### src/hw/rtl/tsre_pkg.sv
`timescale 1ns / 1ps
// ----------------------------------------------------------------------------
// tsre_pkg: shared types and constants for the transparent-run sprite encoder
// Token codes, register indexes and the token bundle passed from the front
// end to the back end through the bundle queue.
// ----------------------------------------------------------------------------
package tsre_pkg;

   // field widths
   localparam int PIXEL_W  = 8;
   localparam int HEIGHT_W = 8;
   localparam int RUN_W    = 8;
   localparam int KIND_W   = 2;
   localparam int VALUE_W  = 17;
   localparam logic [VALUE_W-1:0] VALUE_MAX = {VALUE_W{1'b1}};

   // token kinds
   localparam logic [KIND_W-1:0] KIND_JUMP  = 2'd0;
   localparam logic [KIND_W-1:0] KIND_PIXEL = 2'd1;
   localparam logic [KIND_W-1:0] KIND_SIZE  = 2'd2;

   // configuration register indexes
   localparam int CSR_IDX_W = 2;
   localparam logic [CSR_IDX_W-1:0] CSR_TRANSPARENT = 2'd0;
   localparam logic [CSR_IDX_W-1:0] CSR_HEIGHT      = 2'd1;

   // tokens per input word and bundle queue size
   localparam int MAX_TOKENS  = 3;
   localparam int TOK_CNT_W   = 2;
   localparam int QUEUE_DEPTH = 4;
   localparam int QPTR_W      = $clog2(QUEUE_DEPTH);

   typedef struct packed {
      logic [KIND_W-1:0]  kind;
      logic [VALUE_W-1:0] value;
   } token_type;

   // all tokens caused by one input word
   typedef struct packed {
      logic [TOK_CNT_W-1:0] count;
      token_type [MAX_TOKENS-1:0] tok;
      logic                 stream_end;
   } bundle_type;

   // queue status seen by both ends
   typedef struct packed {
      logic full;
      logic empty;
   } queue_status_type;

endpackage

### src/hw/rtl/tsre_front.sv
`timescale 1ns / 1ps
// ----------------------------------------------------------------------------
// tsre_front: pixel classifier and encoder state
// Accepts one pixel word a cycle unless the queue is full, tracks column
// position, pending jump and open run, and pushes a pixel's tokens as a bundle.
// ----------------------------------------------------------------------------
module tsre_front
   import tsre_pkg::*;
#(
   parameter int SCREEN_STRIDE = 240
) (
   input  logic                  clock,
   input  logic                  reset,
   input  logic                  req_valid,
   output logic                  req_stall,
   input  logic [PIXEL_W-1:0]    req_pixel,
   input  logic                  req_sprite_end,
   input  logic [PIXEL_W-1:0]    transparent_color,
   input  logic [HEIGHT_W-1:0]   sprite_height,
   input  queue_status_type      q_status,
   output logic                  push,
   output bundle_type            push_bundle
);

   localparam int STRIDE_W = $clog2(SCREEN_STRIDE + 1);
   localparam int GAP_W    = (STRIDE_W > HEIGHT_W) ? STRIDE_W : HEIGHT_W;
   localparam int SUM_W    = VALUE_W + 2;
   localparam logic [GAP_W-1:0] STRIDE_C = GAP_W'(SCREEN_STRIDE);

   logic [HEIGHT_W-1:0] row_ff,      row_in;
   logic [VALUE_W-1:0]  pend_ff,     pend_in;
   logic                run_open_ff, run_open_in;
   logic [RUN_W-1:0]    run_len_ff,  run_len_in;
   logic                first_ff,    first_in;

   logic                accept;
   logic [GAP_W-1:0]    gap;
   logic                col_end;
   logic                trans;
   logic [SUM_W-1:0]    lead_sum;
   logic [SUM_W-1:0]    total_sum;
   logic [VALUE_W-1:0]  lead_jump;
   logic [VALUE_W-1:0]  total_jump;
   logic [RUN_W-1:0]    run_len_next;
   token_type           tok_size_old, tok_lead, tok_pixel, tok_size_new, tok_tail;

   function automatic logic [VALUE_W-1:0] sat(input logic [SUM_W-1:0] x);
      sat = (x > SUM_W'(VALUE_MAX)) ? VALUE_MAX : x[VALUE_W-1:0];
   endfunction

   assign req_stall = q_status.full;
   assign accept    = req_valid && !q_status.full;

   // classify the pixel and work out column end and screen gap
   always_comb begin
      gap     = (STRIDE_C > GAP_W'(sprite_height)) ? (STRIDE_C - GAP_W'(sprite_height))
                                                   : '0;
      col_end = req_sprite_end ||
                ({1'b0, row_ff} + 9'd1 >= {1'b0, sprite_height});
      trans   = (req_pixel == transparent_color);
   end

   // jump sums: all added terms are non-negative, so one saturation suffices
   always_comb begin
      lead_sum  = SUM_W'(pend_ff) + (first_ff ? SUM_W'(gap) : '0);
      total_sum = lead_sum + (col_end ? SUM_W'(gap) : '0) + SUM_W'(trans);
      lead_jump  = sat(lead_sum);
      total_jump = sat(total_sum);
      run_len_next = run_open_ff ? (run_len_ff + 1'b1) : RUN_W'(1);
   end

   // candidate tokens
   always_comb begin
      tok_size_old = '{kind: KIND_SIZE,  value: VALUE_W'(run_len_ff)};
      tok_lead     = '{kind: KIND_JUMP,  value: lead_jump};
      tok_pixel    = '{kind: KIND_PIXEL, value: VALUE_W'(req_pixel)};
      tok_size_new = '{kind: KIND_SIZE,  value: VALUE_W'(run_len_next)};
      tok_tail     = '{kind: KIND_JUMP,  value: total_jump};
   end

   // pack tokens in output order
   always_comb begin
      push_bundle            = '0;
      push_bundle.stream_end = req_sprite_end;
      if (trans) begin
         if (run_open_ff) begin
            push_bundle.tok[0] = tok_size_old;
            push_bundle.tok[1] = tok_tail;
            push_bundle.count  = req_sprite_end ? 2'd2 : 2'd1;
         end else begin
            push_bundle.tok[0] = tok_tail;
            push_bundle.count  = req_sprite_end ? 2'd1 : 2'd0;
         end
      end else begin
         if (!run_open_ff) begin
            push_bundle.tok[0] = tok_lead;
            push_bundle.tok[1] = tok_pixel;
            push_bundle.tok[2] = tok_size_new;
            push_bundle.count  = col_end ? 2'd3 : 2'd2;
         end else begin
            push_bundle.tok[0] = tok_pixel;
            push_bundle.tok[1] = tok_size_new;
            push_bundle.count  = col_end ? 2'd2 : 2'd1;
         end
      end
      push = accept && (push_bundle.count != '0);
   end

   // next encoder state; sprite end returns everything to the reset values
   always_comb begin
      run_open_in = !trans && !col_end;
      run_len_in  = run_open_in ? run_len_next : '0;
      row_in      = col_end ? '0 : (row_ff + 1'b1);
      first_in    = 1'b0;
      if (!trans && !run_open_ff)
         pend_in = col_end ? VALUE_W'(gap) : '0;
      else
         pend_in = total_jump;
      if (req_sprite_end) begin
         run_open_in = 1'b0;
         run_len_in  = '0;
         row_in      = '0;
         pend_in     = '0;
         first_in    = 1'b1;
      end
   end

   always_ff @(posedge clock) begin
      if (reset) begin
         row_ff      <= '0;
         pend_ff     <= '0;
         run_open_ff <= 1'b0;
         run_len_ff  <= '0;
         first_ff    <= 1'b1;
      end else if (accept) begin
         row_ff      <= row_in;
         pend_ff     <= pend_in;
         run_open_ff <= run_open_in;
         run_len_ff  <= run_len_in;
         first_ff    <= first_in;
      end
   end

endmodule

### src/hw/rtl/tsre_queue.sv
`timescale 1ns / 1ps
// ----------------------------------------------------------------------------
// tsre_queue: bundle queue between front and back end
// Small register FIFO of token bundles; the head is visible without a pop.
// ----------------------------------------------------------------------------
module tsre_queue
   import tsre_pkg::*;
(
   input  logic              clock,
   input  logic              reset,
   input  logic              push,
   input  bundle_type        push_bundle,
   input  logic              pop,
   output bundle_type        head,
   output queue_status_type  q_status
);

   bundle_type          entry_ff [QUEUE_DEPTH];
   logic [QPTR_W-1:0]   wr_ptr_ff, wr_ptr_in;
   logic [QPTR_W-1:0]   rd_ptr_ff, rd_ptr_in;
   logic [QPTR_W:0]     count_ff,  count_in;

   // pointer and fill count update
   always_comb begin
      wr_ptr_in = push ? (wr_ptr_ff + 1'b1) : wr_ptr_ff;
      rd_ptr_in = pop  ? (rd_ptr_ff + 1'b1) : rd_ptr_ff;
      count_in  = count_ff + (QPTR_W+1)'(push) - (QPTR_W+1)'(pop);
      q_status.full  = (count_ff == (QPTR_W+1)'(QUEUE_DEPTH));
      q_status.empty = (count_ff == '0);
      head = entry_ff[rd_ptr_ff];
   end

   always_ff @(posedge clock) begin
      if (reset) begin
         wr_ptr_ff <= '0;
         rd_ptr_ff <= '0;
         count_ff  <= '0;
      end else begin
         wr_ptr_ff <= wr_ptr_in;
         rd_ptr_ff <= rd_ptr_in;
         count_ff  <= count_in;
      end
   end

   // bundle storage
   always_ff @(posedge clock) begin
      if (push)
         entry_ff[wr_ptr_ff] <= push_bundle;
   end

endmodule

### src/hw/rtl/tsre_back.sv
`timescale 1ns / 1ps
// ----------------------------------------------------------------------------
// tsre_back: token serializer and output register
// Walks the head bundle into the result register one token a cycle unless
// stalled, pops the bundle after its last token, marks item and stream ends.
// ----------------------------------------------------------------------------
module tsre_back
   import tsre_pkg::*;
(
   input  logic               clock,
   input  logic               reset,
   input  queue_status_type   q_status,
   input  bundle_type         head,
   output logic               pop,
   output logic               rsp_valid,
   input  logic               rsp_stall,
   output logic [KIND_W-1:0]  rsp_kind,
   output logic [VALUE_W-1:0] rsp_value,
   output logic               rsp_item_done,
   output logic               rsp_stream_done
);

   logic                  valid_ff, valid_in;
   logic [TOK_CNT_W-1:0]  idx_ff,   idx_in;
   logic [KIND_W-1:0]     kind_ff;
   logic [VALUE_W-1:0]    value_ff;
   logic                  item_done_ff;
   logic                  stream_done_ff;

   logic                  load;
   logic                  take;
   logic                  last_tok;
   token_type             cur_tok;

   // pick the next token when the output register frees up
   always_comb begin
      load     = !valid_ff || !rsp_stall;
      take     = load && !q_status.empty;
      last_tok = (idx_ff == (head.count - 1'b1));
      cur_tok  = head.tok[idx_ff];
      pop      = take && last_tok;
      valid_in = load ? !q_status.empty : valid_ff;
      idx_in   = take ? (last_tok ? '0 : (idx_ff + 1'b1)) : idx_ff;
   end

   always_ff @(posedge clock) begin
      if (reset) begin
         valid_ff <= 1'b0;
         idx_ff   <= '0;
      end else begin
         valid_ff <= valid_in;
         idx_ff   <= idx_in;
      end
   end

   // result payload
   always_ff @(posedge clock) begin
      if (take) begin
         kind_ff        <= cur_tok.kind;
         value_ff       <= cur_tok.value;
         item_done_ff   <= last_tok;
         stream_done_ff <= last_tok && head.stream_end;
      end
   end

   assign rsp_valid       = valid_ff;
   assign rsp_kind        = kind_ff;
   assign rsp_value       = value_ff;
   assign rsp_item_done   = item_done_ff;
   assign rsp_stream_done = stream_done_ff;

endmodule

### src/hw/rtl/transparent_run_sprite_encoder.sv
`timescale 1ns / 1ps
// ----------------------------------------------------------------------------
// transparent_run_sprite_encoder: column-major sprite to jump/pixel/size tokens
// Path: front end, bundle queue, then the output register of the back end.
// Throughput: one pixel word per cycle while each causes at most one token
//   and the output is not stalled; the back end emits one token a cycle.
// Reset: synchronous; clears encoder state, the queue and the output register,
//   and sets transparent color 0 and sprite height 32.
// ----------------------------------------------------------------------------
module transparent_run_sprite_encoder
   import tsre_pkg::*;
#(
   parameter int SCREEN_STRIDE = 240
) (
   input  logic                  clock,
   input  logic                  reset,
   // pixel words
   input  logic                  req_valid,
   output logic                  req_stall,
   input  logic [PIXEL_W-1:0]    req_pixel,
   input  logic                  req_sprite_end,
   // tokens
   output logic                  rsp_valid,
   input  logic                  rsp_stall,
   output logic [KIND_W-1:0]     rsp_kind,
   output logic [VALUE_W-1:0]    rsp_value,
   output logic                  rsp_item_done,
   output logic                  rsp_stream_done,
   // configuration writes
   input  logic                  csr_valid,
   output logic                  csr_ready,
   input  logic [CSR_IDX_W-1:0]  csr_index,
   input  logic [PIXEL_W-1:0]    csr_data
);

   logic [PIXEL_W-1:0]  transparent_ff;
   logic [HEIGHT_W-1:0] height_ff;

   queue_status_type    q_status;
   logic                push;
   logic                pop;
   bundle_type          push_bundle;
   bundle_type          head;

   // configuration registers, always ready
   assign csr_ready = 1'b1;

   always_ff @(posedge clock) begin
      if (reset) begin
         transparent_ff <= '0;
         height_ff      <= HEIGHT_W'(32);
      end else if (csr_valid && csr_ready) begin
         case (csr_index)
            CSR_TRANSPARENT: transparent_ff <= csr_data;
            CSR_HEIGHT:      height_ff      <= csr_data;
            default: ;
         endcase
      end
   end

   tsre_front #(
      .SCREEN_STRIDE (SCREEN_STRIDE)
   ) u_front (
      .clock             (clock),
      .reset             (reset),
      .req_valid         (req_valid),
      .req_stall         (req_stall),
      .req_pixel         (req_pixel),
      .req_sprite_end    (req_sprite_end),
      .transparent_color (transparent_ff),
      .sprite_height     (height_ff),
      .q_status          (q_status),
      .push              (push),
      .push_bundle       (push_bundle)
   );

   tsre_queue u_queue (
      .clock       (clock),
      .reset       (reset),
      .push        (push),
      .push_bundle (push_bundle),
      .pop         (pop),
      .head        (head),
      .q_status    (q_status)
   );

   tsre_back u_back (
      .clock           (clock),
      .reset           (reset),
      .q_status        (q_status),
      .head            (head),
      .pop             (pop),
      .rsp_valid       (rsp_valid),
      .rsp_stall       (rsp_stall),
      .rsp_kind        (rsp_kind),
      .rsp_value       (rsp_value),
      .rsp_item_done   (rsp_item_done),
      .rsp_stream_done (rsp_stream_done)
   );

endmodule
### config.mk
export PLATFORM = sky130hd
export DESIGN_NAME = transparent_run_sprite_encoder
export DESIGN_NICKNAME = d
export VERILOG_FILES = /design/src/hw/rtl/tsre_pkg.sv /design/src/hw/rtl/tsre_front.sv /design/src/hw/rtl/tsre_queue.sv /design/src/hw/rtl/tsre_back.sv /design/src/hw/rtl/transparent_run_sprite_encoder.sv
export SDC_FILE = /design/constraint.sdc
export NUM_CORES = 1
export LEC_CHECK = 0
export ABC_CLOCK_PERIOD_IN_PS = 6200
export BUFFER_PORTS_ARGS = -buffer_cell sky130_fd_sc_hd__buf_2
export CORE_MARGIN = 8
export CORE_UTILIZATION = 55
export DETAILED_ROUTE_END_ITERATION = 6
export GPL_TIMING_DRIVEN = 0
export MAX_ROUTING_LAYER = met4
export PLACE_DENSITY = 0.79
export SETUP_SLACK_MARGIN = 0.4
export SYNTH_ARGS = -nofsm -noshare
export SYNTH_HDL_FRONTEND = slang
export SYNTH_HIERARCHICAL = 1
export SYNTH_SLANG_ARGS = --single-unit
### constraint.sdc
create_clock -name clock -period 6.2 [get_ports clock]
set_input_delay 0.31 -clock clock [delete_from_list [all_inputs] [get_ports clock]]
set_output_delay 0.31 -clock clock [all_outputs]
set_load 0.01 [all_outputs]
==> impl_metrics.json <==
{
  "arrival_ns": 5.59,
  "drc": 0,
  "clk_latency_ns": 0.51,
  "max_cap_violations": 0,
  "avgSynthCellArea_um2": 13.63,
  "track_usage_pct": 21.16,
  "n_antenna_cell": 0,
  "viasPerCell": 5.828,
  "routedWlPerCell_um": 20.80,
  "yosys.area.top_type_share_pct": 50.75,
  "hp-start": "rsp_stall",
  "yosysWarnings": 6,
  "synth_simple_gate_area_share_pct": 9.998,
  "hold_class": "in2reg",
  "skew_ns": 0.01795,
  "grt_pass1_vias": 9782,
  "synth_top_cells_by_area": "edfxtp_1 (51%), mux4_2 (8.8%), dfxtp_1 (8.2%)",
  "powerDensity_nw_per_um2": 356.7,
  "syn2layout_area_growth_pct": 13.26,
  "htree_levels": 2,
  "grt_remaining_overflow": 0,
  "synth_compound_area_share_pct": 9.026,
  "clock_sinks": 324,
  "fp.dieW_um": 183.6,
  "grt_pass1_wl_um": 54270,
  "drive_gt1_share_pct": 20.90,
  "reg2reg_setup_slack_ns": 0.78,
  "slowest_stage": "or4_1",
  "highest_layer": "met4",
  "num_vias": 9563,
  "initial_utilization_pct": 55.74,
  "setup_viol": 0,
  "synth_top_family_by_area": "multiplexers",
  "critPathCaptureType": "register",
  "synth-seq-cells": 324,
  "firstDrtPassIters": 5,
  "ff2ff_path_depth": 20,
  "clock.fmax_mhz": 184.4,
  "coreArea_um2": 27710,
  "cts_buffer_depth": 3,
  "async_flop_share_pct": 0,
  "startpoint_type": "register",
  "hold_viol_final": 0,
  "crit_type": "reg2reg",
  "syn_inst": 1133,
  "die-height_um": 183.6,
  "max_stage_delay_ns": 0.46,
  "postRouteAntennaNets": 0,
  "root_buffer": "clkbuf_16",
  "synth_commonest_cells": "edfxtp_1 (261), nand2_1 (90), nor2_1 (67), dfxtp_1 (63), mux4_2 (60)",
  "r2r-start": "u_front/row_ff[0]$_SDFFE_PP0P_",
  "cts_tree": "done",
  "dp_slack_ns": 0.5814,
  "crit_required_ns": 6.36,
  "period_share_pct": 87.48,
  "final_cells": 1641,
  "status": "finished, final reports clean",
  "wl_met1_um": 14380,
  "hold_depth": 3,
  "fin_total_pwr_mw": 6.238,
  "finalWorstSetupSlack_ns": 0.7763,
  "rsz0062_at_grt": "false",
  "path_cells": "and3_1 -> and3_1 -> nand3_1 -> xnor2_1 -> ha_1 -> and3_1 -> a221oi_1 -> o211ai_1 -> a21o_1 -> clkbuf_1 -> and2_1 -> ha_1 -> or4_1 -> o22ai_1 -> a21oi_4 -> nand4_4 -> o31ai_4 -> buf_6 -> o311ai_1 -> o21ai_0",
  "ys_types": 77,
  "ios": 48,
  "grt_max_degree": 61,
  "syn-cell-area_um2": 15440,
  "dr_wl_met2_um": 17060,
  "io_buffer_count": 46,
  "finalMaxSlewViolations": 0,
  "period_needed_ns": 5.424,
  "peakVddDrop_uv": 196.8,
  "drtIter0Drc": 769,
  "cp_common_cell": "and3_1",
  "numCtsBuffers": 35,
  "synth_mux_area_share_pct": 11.34,
  "slew_headroom_pct": 34.55,
  "fin_nets": 1301,
  "grt_antenna_before_repair": 0,
  "synthXorXnorAreaFrac_pct": 3.079,
  "dr_wl_met3_um": 1882,
  "worstMarginPinSlew_ns": 0.9806,
  "post-dp-hpwl_um": 22930,
  "row_count": 61,
  "routed_wl_um": 34140,
  "min_to": "u_back/rsp_valid$_SDFFE_PP0N_",
  "yosys.area.top_type": "edfxtp_1",
  "critPathMaxFanout": 10,
  "leakagePower_nw": 6.148,
  "die_area_um2": 33690,
  "dp.cells": 1576,
  "hold_buffers": 0,
  "ys_seq_area_share_pct": 58.92,
  "path_clk_slew_ns": 0.06,
  "r2r-end": "u_queue/entry_ff[1][20]$_DFFE_PP_",
  "synth_edf_count": 261,
  "synthAdderAreaFrac_pct": 3.273,
  "yosysMostFrequentCell": "edfxtp_1",
  "finalWeightedCongestion": 0.9638,
  "ys.flop_type": "edfxtp_1"
}
timing repair:
action / CTS / global route
gates resized for setup: 0 / 12
endpoints found under the setup margin: 0 / 54
endpoints found under the hold margin: 0 / 0
setup buffers: 0 / 4
kinds of logic after synthesis:
family                     Yosys count
DFF                                324
and+or+nand+nor                    301
AOI/OAI and AO/OA                  208
buffers and inverters              110
muxes                              100
xor gates and xnor gates            50
adders and majority gates           38
other                                2
area by class of cell:
cell class              count  area [um2]
plain buffers              77       541.8
clock buffers              36       879.6
clock inverters            25       222.7
fillers                  2053       10210
inverters                  33       123.9
multi-input cells         715        5808
flip-flops and latches    324        9099
well taps                 378       473.0
repair buffers             53       342.8
critical path: cells and delay by family, from the launching register on:
kind	cells	cell delay, ns
simple gates	7	1.76
compound gates	8	1.72
fa+ha+maj	2	0.53
buf+inv	2	0.44
flops	1	0.40
xor+xnor	1	0.22
per-stage QoR:
step / util, % / setup TNS, ns / instance area (um2) / hold WS, ns
floorplan: - / 0 / 15500 / 0.3724
global placement: 58.49 / -77.58 / 16210 / 0.4324
CTS: 62.81 / 0 / 17400 / 0.05832
finish: 63.13 / 0 / 17490 / 0.07625
global route: 63.13 / 0 / 17490 / 0.07629
detailed placement: 58.83 / 0 / 16300 / 0.4444
worst max-delay path by stage:
stage	startpoint	end	slack, ns	depth (start not counted)
3_5_place_dp	u_front/row_ff[0]$_SDFFE_PP0P_	u_queue/entry_ff[0][36]$_DFFE_PP_	0.58	22
6_report	u_front/row_ff[0]$_SDFFE_PP0P_	u_queue/entry_ff[1][20]$_DFFE_PP_	0.78	20
2_1_floorplan	u_front/row_ff[0]$_SDFFE_PP0P_	u_queue/entry_ff[0][0]$_DFFE_PP_	1.21	15
4_1_cts	u_front/row_ff[0]$_SDFFE_PP0P_	u_queue/entry_ff[3][36]$_DFFE_PP_	0.52	22
5_1_grt	u_front/row_ff[0]$_SDFFE_PP0P_	u_queue/entry_ff[3][34]$_DFFE_PP_	0.42	22
3_3_place_gp	u_front/row_ff[0]$_SDFFE_PP0P_	u_queue/entry_ff[3][50]$_DFFE_PP_	-0.34	15
power by group:
group,switching [mW],internal (mW)
Combinational,0.827,0.599
Sequential,0.0820,2.73
Clock,0.833,1.16
layout by cell type (no fill, tap or decap), types with 13 or more instances in the layout:
cell type and count:
o22ai_1 13, ha_1 33, clkbuf_16 35, buf_2 58
nor2_1 65, xnor2_1 28, nor3_1 14, xor2_1 17
mux4_2 60, clkbuf_1 23, a21oi_1 45, nand2_1 89
nand2b_1 33, edfxtp_1 261, buf_4 33, mux2i_1 40
inv_1 32, o21ai_0 47, o21ai_1 15, dfxtp_1 63
conb_1 18, and3_1 14, nand3_1 19
layer usage:
layer	vias up	GRT usage, %
met2	291	35.69
met1	4758	26.67
met5	-	-
met4	0	5.628
li1	4454	-
met3	60	2.905
registers in the layout, summed over array words and instances (netlist names), 3 cells and up, named ones only:
| signal | flops |
|---|---|
| u_queue/entry_ff | 240 |
| u_back/rsp_value | 17 |
| transparent_ff | 8 |
| u_front/pend_ff | 17 |
| u_front/run_len_ff | 8 |
| u_front/row_ff | 8 |
| u_queue/count_ff | 3 |
| height_ff | 8 |
Note: power is estimated with default switching activity, not from simulation.
